`src/design/pla_pkg.sv`:
```
`default_nettype none
// ----------------------------------------------------------------------------
// pla_pkg
// Shared sizes and types of the palette lookup and allocate block.
// ----------------------------------------------------------------------------
package pla_pkg;

    // palette depth and derived widths
    localparam int PALETTE_ENTRIES = 256;
    localparam int ADDR_W          = (PALETTE_ENTRIES > 1) ? $clog2(PALETTE_ENTRIES) : 1;
    localparam int CNT_W           = $clog2(PALETTE_ENTRIES + 1);
    localparam int LEVEL_W         = 8;
    localparam int COLOUR_W        = 3 * LEVEL_W;
    localparam int INDEX_W         = 8;

    // access to the palette memory, issued by the sequencer
    typedef struct packed {
        logic                rd_en;
        logic [ADDR_W-1:0]   rd_addr;
        logic                wr_en;
        logic [ADDR_W-1:0]   wr_addr;
        logic [COLOUR_W-1:0] wr_data;
    } t_mem_req;

endpackage
`default_nettype wire

```
`src/design/pla_ctrl.sv`:
```
`default_nettype none
// ----------------------------------------------------------------------------
// pla_ctrl
// Search sequencer: scans used palette entries one per cycle through a single
// comparator, then answers with the hit, an append or a full indication.
// ----------------------------------------------------------------------------
module pla_ctrl (
    input  wire logic                          i_clk,
    input  wire logic                          i_rst_n,
    input  wire logic                          start,
    output logic                               busy,
    input  wire logic [pla_pkg::COLOUR_W-1:0]  i_colour,
    input  wire logic [pla_pkg::COLOUR_W-1:0]  i_rd_data,
    output pla_pkg::t_mem_req                  o_mem,
    output logic                               o_result_valid,
    output logic [pla_pkg::INDEX_W-1:0]        o_colour_index,
    output logic                               o_newly_added,
    output logic                               o_table_full
);

    typedef enum logic [1:0] {
        S_IDLE = 2'b01,
        S_SCAN = 2'b10
    } t_state;

    t_state                          r_state, n_state;
    logic [pla_pkg::CNT_W-1:0]       r_used, n_used;
    logic [pla_pkg::CNT_W-1:0]       r_addr, n_addr;
    logic [pla_pkg::ADDR_W-1:0]      r_cmp_idx, n_cmp_idx;
    logic                            r_cmp_vld, n_cmp_vld;
    logic [pla_pkg::COLOUR_W-1:0]    r_colour, n_colour;
    logic                            r_res_vld, n_res_vld;
    logic [pla_pkg::INDEX_W-1:0]     r_res_idx, n_res_idx;
    logic                            r_res_new, n_res_new;
    logic                            r_res_full, n_res_full;
    logic                            hit;
    logic                            issue;
    logic                            scan_done;
    logic                            is_full;

    // compare stage and issue stage conditions
    assign hit       = r_cmp_vld && (i_rd_data == r_colour);
    assign issue     = (r_addr < r_used);
    assign scan_done = !r_cmp_vld && !issue;
    assign is_full   = (r_used == pla_pkg::CNT_W'(pla_pkg::PALETTE_ENTRIES));

    // sequencer next state
    always_comb begin
        n_state    = r_state;
        n_used     = r_used;
        n_addr     = r_addr;
        n_cmp_idx  = r_cmp_idx;
        n_cmp_vld  = 1'b0;
        n_colour   = r_colour;
        n_res_vld  = 1'b0;
        n_res_idx  = r_res_idx;
        n_res_new  = r_res_new;
        n_res_full = r_res_full;
        o_mem      = '0;
        case (r_state)
            S_IDLE: begin
                if (start) begin
                    n_colour = i_colour;
                    n_addr   = '0;
                    n_state  = S_SCAN;
                end
            end
            S_SCAN: begin
                // read the next used entry
                if (issue) begin
                    o_mem.rd_en   = 1'b1;
                    o_mem.rd_addr = r_addr[pla_pkg::ADDR_W-1:0];
                    n_cmp_idx     = r_addr[pla_pkg::ADDR_W-1:0];
                    n_cmp_vld     = 1'b1;
                    n_addr        = pla_pkg::CNT_W'(r_addr + 1'b1);
                end
                if (hit) begin
                    n_res_vld  = 1'b1;
                    n_res_idx  = pla_pkg::INDEX_W'(r_cmp_idx);
                    n_res_new  = 1'b0;
                    n_res_full = 1'b0;
                    n_cmp_vld  = 1'b0;
                    n_state    = S_IDLE;
                end else if (scan_done) begin
                    n_res_vld = 1'b1;
                    n_state   = S_IDLE;
                    if (is_full) begin
                        n_res_idx  = '0;
                        n_res_new  = 1'b0;
                        n_res_full = 1'b1;
                    end else begin
                        // append at the next free entry
                        o_mem.wr_en   = 1'b1;
                        o_mem.wr_addr = r_used[pla_pkg::ADDR_W-1:0];
                        o_mem.wr_data = r_colour;
                        n_res_idx     = pla_pkg::INDEX_W'(r_used);
                        n_res_new     = 1'b1;
                        n_res_full    = 1'b0;
                        n_used        = pla_pkg::CNT_W'(r_used + 1'b1);
                    end
                end
            end
            default: begin
                n_state = S_IDLE;
            end
        endcase
    end

    // control registers
    always_ff @(posedge i_clk) begin
        if (!i_rst_n) begin
            r_state   <= S_IDLE;
            r_used    <= '0;
            r_cmp_vld <= 1'b0;
            r_res_vld <= 1'b0;
        end else begin
            r_state   <= n_state;
            r_used    <= n_used;
            r_cmp_vld <= n_cmp_vld;
            r_res_vld <= n_res_vld;
        end
    end

    // payload registers
    always_ff @(posedge i_clk) begin
        r_addr     <= n_addr;
        r_cmp_idx  <= n_cmp_idx;
        r_colour   <= n_colour;
        r_res_idx  <= n_res_idx;
        r_res_new  <= n_res_new;
        r_res_full <= n_res_full;
    end

    assign busy           = (r_state != S_IDLE);
    assign o_result_valid = r_res_vld;
    assign o_colour_index = r_res_idx;
    assign o_newly_added  = r_res_new;
    assign o_table_full   = r_res_full;

    // one result per request, never on consecutive cycles
    a_res_gap: assert property (@(posedge i_clk) disable iff (!i_rst_n)
        r_res_vld |=> !r_res_vld)
        else $error("result strobe on consecutive cycles");

    // append and full are exclusive
    a_flags: assert property (@(posedge i_clk) disable iff (!i_rst_n)
        r_res_vld |-> !(r_res_new && r_res_full))
        else $error("newly added and table full together");

    // fill count stays within the palette
    a_used: assert property (@(posedge i_clk) disable iff (!i_rst_n)
        r_used <= pla_pkg::CNT_W'(pla_pkg::PALETTE_ENTRIES))
        else $error("entry count beyond palette depth");

    // full answer carries index zero and only happens on a full table
    a_full: assert property (@(posedge i_clk) disable iff (!i_rst_n)
        (r_res_vld && r_res_full) |-> (r_res_idx == '0 && is_full))
        else $error("bad table full answer");

    // an append always bumps the fill count
    a_append: assert property (@(posedge i_clk) disable iff (!i_rst_n)
        o_mem.wr_en |=> (r_used == pla_pkg::CNT_W'($past(r_used) + 1'b1)))
        else $error("append without count update");

endmodule
`default_nettype wire

```
`config.mk`:
```
export PLATFORM = sky130hd
export DESIGN_NAME = pla_ctrl
export DESIGN_NICKNAME = d
export VERILOG_FILES = /design/src/design/pla_pkg.sv /design/src/design/pla_ctrl.sv
export SDC_FILE = /design/constraint.sdc
export NUM_CORES = 1
export LEC_CHECK = 0
export ABC_AREA = 1
export BUFFER_PORTS_ARGS = -buffer_cell sky130_fd_sc_hd__buf_2
export CAP_MARGIN = 10
export CORE_ASPECT_RATIO = 1.5
export CORE_MARGIN = 3
export CORE_UTILIZATION = 56
export DETAILED_ROUTE_END_ITERATION = 8
export HOLD_SLACK_MARGIN = 0.02
export PLACE_DENSITY = 0.84
export SYNTH_ARGS = -nofsm -noshare
export SYNTH_HDL_FRONTEND = slang
export SYNTH_SLANG_ARGS = --single-unit
export TNS_END_PERCENT = 50
```
`constraint.sdc`:
```
create_clock -name i_clk -period 5 [get_ports i_clk]
set_input_delay 1.5 -clock i_clk [delete_from_list [all_inputs] [get_ports i_clk]]
set_output_delay 1.5 -clock i_clk [all_outputs]
set_load 0.005 [all_outputs]
```
# Yosys cells after proc, flatten, opt, wreduce, memory -nomap -nowiden
# Cells that the tools add are included.
# Widths: inputs -> output; s select.
classes:
  n_addsub: 2
  n_mul: 0
  div_mod_pow: 0
  order_cmp: 1
  eq_ne: 8
  shift: 0
  mux: 22
  bitwise: 4
  n_reduce_logical: 14
ops:
  columns: ["cell", "n"]
  rows:
  - ["$mux 33", 3]
  - ["$mux 42", 1]
  - ["$mux 9", 3]
  - ["$eq 24x24->1", 1]
  - ["$mux 8", 3]
  - ["$add 9x1->9 const B", 2]
  - ["$pmux 9 s2", 1]
  - ["$reduce_and 2->1", 5]
  - ["$eq 9x9->1 const B", 1]
  - ["$lt 9x9->1", 1]
  - ["$mux 1", 7]
  - ["$mux 2", 3]
  - ["$ne 2x2->1 const B", 2]
  - ["$not 1->1", 4]
  - ["$pmux 2 s2", 1]
  - ["$reduce_and 4->1", 1]
  - ["$reduce_bool 2->1", 2]
  - ["$ne 3x3->1 const B", 1]
  - ["$reduce_and 3->1", 1]
  - ["$reduce_or 3->1", 1]
  - ["$eq 2x1->1 const B", 1]
  - ["$eq 2x2->1 const B", 1]
  - ["$logic_and 1x1->1", 2]
  - ["$logic_not 1->1", 2]
  - ["$ne 2x1->1 const B", 1]
totals:
  reg_bits: 64
  latch_bits: 0
  ramBits: 0
  rom_bits: 0
  in_bits: 51
  elab_cells: 61
  memories: 0

# Logic depth before layout (Yosys ltp)
logic_depth:
  depth_word: 6
  ltp_mapped: 14

# Worst setup path after synthesis
# OpenSTA, ideal clock, no wires.
synth_path:
  path_kind: "reg-to-output"
  startpoint: "register r_used[2] (netlist name)"
  endpoint: "output o_mem[33] (netlist name)"
  arrival_time_ps: 2043
  required_time_ps: 3500
  path_slack_ps: 1457
  path_stages_with_launch: 13
  n_path_buf: 1
  path_cell_list: "dfxtp_1 -> buf_2 -> inv_1 -> ha_1 -> nand2_1 -> nand2_1 -> nand2_1 -> nand2_1 -> nand2_1 -> nand3_2 -> nor2_1 -> inv_2 -> nor2_1"
synth_rtl:
  columns: ["element", "line", "text"]
  rows:
  - ["start: declaration", "pla_ctrl.sv:27", "logic [pla_pkg::CNT_W-1:0] r_used, n_used;"]
  - ["start signal: assignment", "pla_ctrl.sv:118", "r_used <= n_used;"]
  - ["end: declaration", "pla_ctrl.sv:14", "output pla_pkg::t_mem_req o_mem,"]

==> results_dict.tcl <==
set metrics [dict create \
    cp_num_cells 9 \
    drc 0 \
    critPathKind "register to output port" \
    netlist_area_um2 3580 \
    gr-total-overflow 0 \
    layout-drive-gt1-share_pct 25.9 \
    synth-seq-cells 64 \
    antenna_found_initial 0 \
    hold_ws_ns 0.495 \
    rsz0062_at_grt "false" \
    synth_area_per_cell_um2 8.58 \
    reg2reg_to "r_used[3]" \
    p_seq_share_pct 53.0 \
    grt_use_total_pct 24.2 \
    yosysSeqAreaShare_pct 50.0 \
    cpMostUsedCell "nor2_1" \
    io_pins 105 \
    post-cts-setup-buffer-count 0 \
    relSlewSlack_pct 32.9 \
    vdd_drop_max_mv 0.185 \
    die-area_um2 7420 \
    synth_adder_area_share_pct 3.84 \
    max_freq_ghz 0.223 \
    worst_slack_ns 0.506 \
    area_delta_synth_final_pct 21.0 \
    die_w_um 71.3 \
    grt_pass1_vias 3146 \
    critPathArrivalTime_ns 2.99 \
    status "complete, no violations" \
    setup_viol 0 \
    cts_hold_buf 0 \
    tritoncts "done" \
    post-route-period-util_pct 89.9 \
    crit_slowest_cell "nand4_4" \
    final_util_pct 70.3 \
    grt_max_degree 40 \
    stdcell_count 606 \
    drtIter0Drc 219 \
    clock_power_share_pct 36.2 \
    crit_path_start "r_used[7]" \
    num_vias 3175 \
    fillers 456 \
    critPathMaxStageDelay_ns 0.62 \
    place_inst 590 \
    path_clk_slew_ns 0.07 \
    drt_first_pass_iters 5 \
    initial_utilization_pct 58.1 \
    crit_buf_inv 2 \
    final_nets 589 \
    fp.dieH_um 104 \
    viasPerCell 5.24 \
    worstSetupStartpointType "register" \
    fin_crit_ns 4.49 \
    leakage_nw 2.09 \
    clk_latency_ns 0.34 \
    worstMarginPinSlew_ns 1.00 \
    wl_mm 8.84 \
    cts_made_buffers 9 \
    regArea_um2 1790 \
    syn_inst 418 \
    yosysWarningCount 0 \
    grt_first_pass_wirelength_mm 14.0 \
    multi_input_area_um2 1450 \
    syn-num-nets 480 \
    core-area_um2 6170 \
    slew_viol_final 0 \
    cts_resized 0 \
    ys_types 31 \
    cts_sinks 64 \
    powerDensity_nw_per_um2 268 \
    path_cells "inv_1, ha_1, nand2_1, nor2_1, nand3_1, nand3_2, nand4_4, nor2_1, buf_2" \
    p_sw_uw 288 \
    drv_cap 0 \
    hpwlAfterDp_mm 6.78 \
    place.gp.congestion 0.948 \
    hold_class "register to register" \
    synth_compound_area_share_pct 5.62 \
    path_max_fanout 39 \
    num_antenna_cells 0 \
    synthSimpleGateAreaFrac_pct 27.1 \
    cts_htree_levels 3 \
    p_int_uw 874 \
    clock_path_buffers 2 \
    r2r_start "r_used[7]" \
    r2r_setup_slack_ns 2.22 \
    final_antenna_net_count 0 \
    drt-wirelength-per-cell_um 14.6 \
    root_buffer "clkbuf_8" \
    hold_violations 0 \
    synth_top_family_by_area "simple AND/OR/NAND/NOR gates" \
    endpoint "o_mem[17]" \
    preCtsSetupSlack_ns 0.930 \
    tns_ns 0 \
    cp.required_ns 3.50 \
    p_sw_share_pct 24.8 \
    end_kind "output port" \
    p_comb_share_pct 10.8 \
    synth_xor_area_share_pct 3.91 \
    synthMuxAreaShare_pct 0 \
    core.rowCount 35 \
    cp_top_family "simple AND/OR/NAND/NOR gates" \
    port_buffers 104 \
    worst-r2r-cell-count 9 \
    fin_skew_ns 0.0112 \
]
[cell usage after synthesis (all sizes together)]
library cell / instances / area, µm²
o21ai: 16 / 80.1
ha: 11 / 138
inv: 77 / 289
nand4: 9 / 71.3
buf: 7 / 53.8
edfxtp: 51 / 1530
a21oi: 23 / 115
nor3: 8 / 45.0
dfxtp: 13 / 260
nor2b: 1 / 6.26
xnor2: 4 / 35.0
nor3b: 2 / 15.0
nor2: 86 / 405
nor4: 1 / 6.26
xor2: 12 / 105
and3: 3 / 18.8
nand3: 17 / 103
nand2b: 1 / 13.8
nand2: 73 / 274
a31oi: 1 / 6.26
or2: 2 / 12.5
[state kept, by name (all words and copies together) (netlist names)]
name and cells:
o_table_full 1, o_newly_added 1, r_state 2, r_used 9, o_colour_index 8, r_cmp_vld 1, o_result_valid 1, r_colour 24
r_cmp_idx 8, r_addr 9
[area by class of cell]
cell class / count / share of cell area [%]
clock inverters: 6 / 1.38
clock buffers: 10 / 2.94
repair buffers: 105 / 12.2
flip-flops and latches: 64 / 41.3
multi-input cells: 270 / 33.4
well taps: 74 / 2.13
inverters: 77 / 6.66
[power by group through the flow]
stage | logic [mW] | clock network (mW) | registers [mW]
2_1_floorplan | 0.0771 | 0 | 0.622
3_3_place_gp | 0.119 | 0 | 0.626
3_5_place_dp | 0.123 | 0 | 0.627
4_1_cts | 0.124 | 0.429 | 0.616
5_1_grt | 0.140 | 0.457 | 0.618
6_report | 0.125 | 0.421 | 0.616
[worst reg2reg max path, delay by kind of cell (launching register included)]
family	cells	cell delay [ns]
adders and majority gates	1	0.31
DFF	1	0.46
and+or+nand+nor	6	1.24
buffers and inverters	1	0.18
AOI/OAI and AO/OA	1	0.48
[cells in the final DEF (no fill, tap or decap), types with 11 or more instances in the layout]
cell type,Yosys,final
ha_1,11,11
nand2_1,73,73
nor2_4,11,11
xor2_1,12,12
dfxtp_1,13,13
nor2_1,75,75
inv_1,75,75
edfxtp_1,51,51
a21oi_1,23,23
o21ai_0,16,16
nand3_1,15,15
buf_2,4,104
[routing by layer]
layer / up-vias / wire length, µm / GRT usage [%]
li1: 1548 / - / -
met1: 1423 / 3110 / 25.3
met2: 176 / 4710 / 43.8
met3: 28 / 714 / 5.51
met4: 0 / 312 / 12.6
met5: - / 0 / 0
[worst min path at each step]
stage / end / startpoint / cells past startpoint / slack [ns]
floorplan: r_used[8] / r_used[8] / 2 / 0.46
global placement: r_used[8] / r_used[8] / 2 / 0.48
detailed placement: r_used[8] / r_used[8] / 2 / 0.48
CTS: r_used[8] / r_used[8] / 2 / 0.49
global route: r_used[3] / r_used[3] / 2 / 0.54
finish: r_used[8] / r_used[8] / 2 / 0.49
[logic make-up (layout without fill, tap and decap cells)]
group           after synthesis  after routing
compound gates               40             40
xor+xnor                     16             16
flops                        64             64
simple gates                203            203
buf+inv                      84            198
fa+ha+maj                    11             11
[per-stage QoR]
step	area (µm²)	power (mW)
after floorplan	3580	0.699
after global placement	4150	0.745
after detailed placement	4150	0.750
after CTS	4340	1.17
after global routing	4340	1.22
final	4340	1.16
Power figures use the tool's default switching activity.
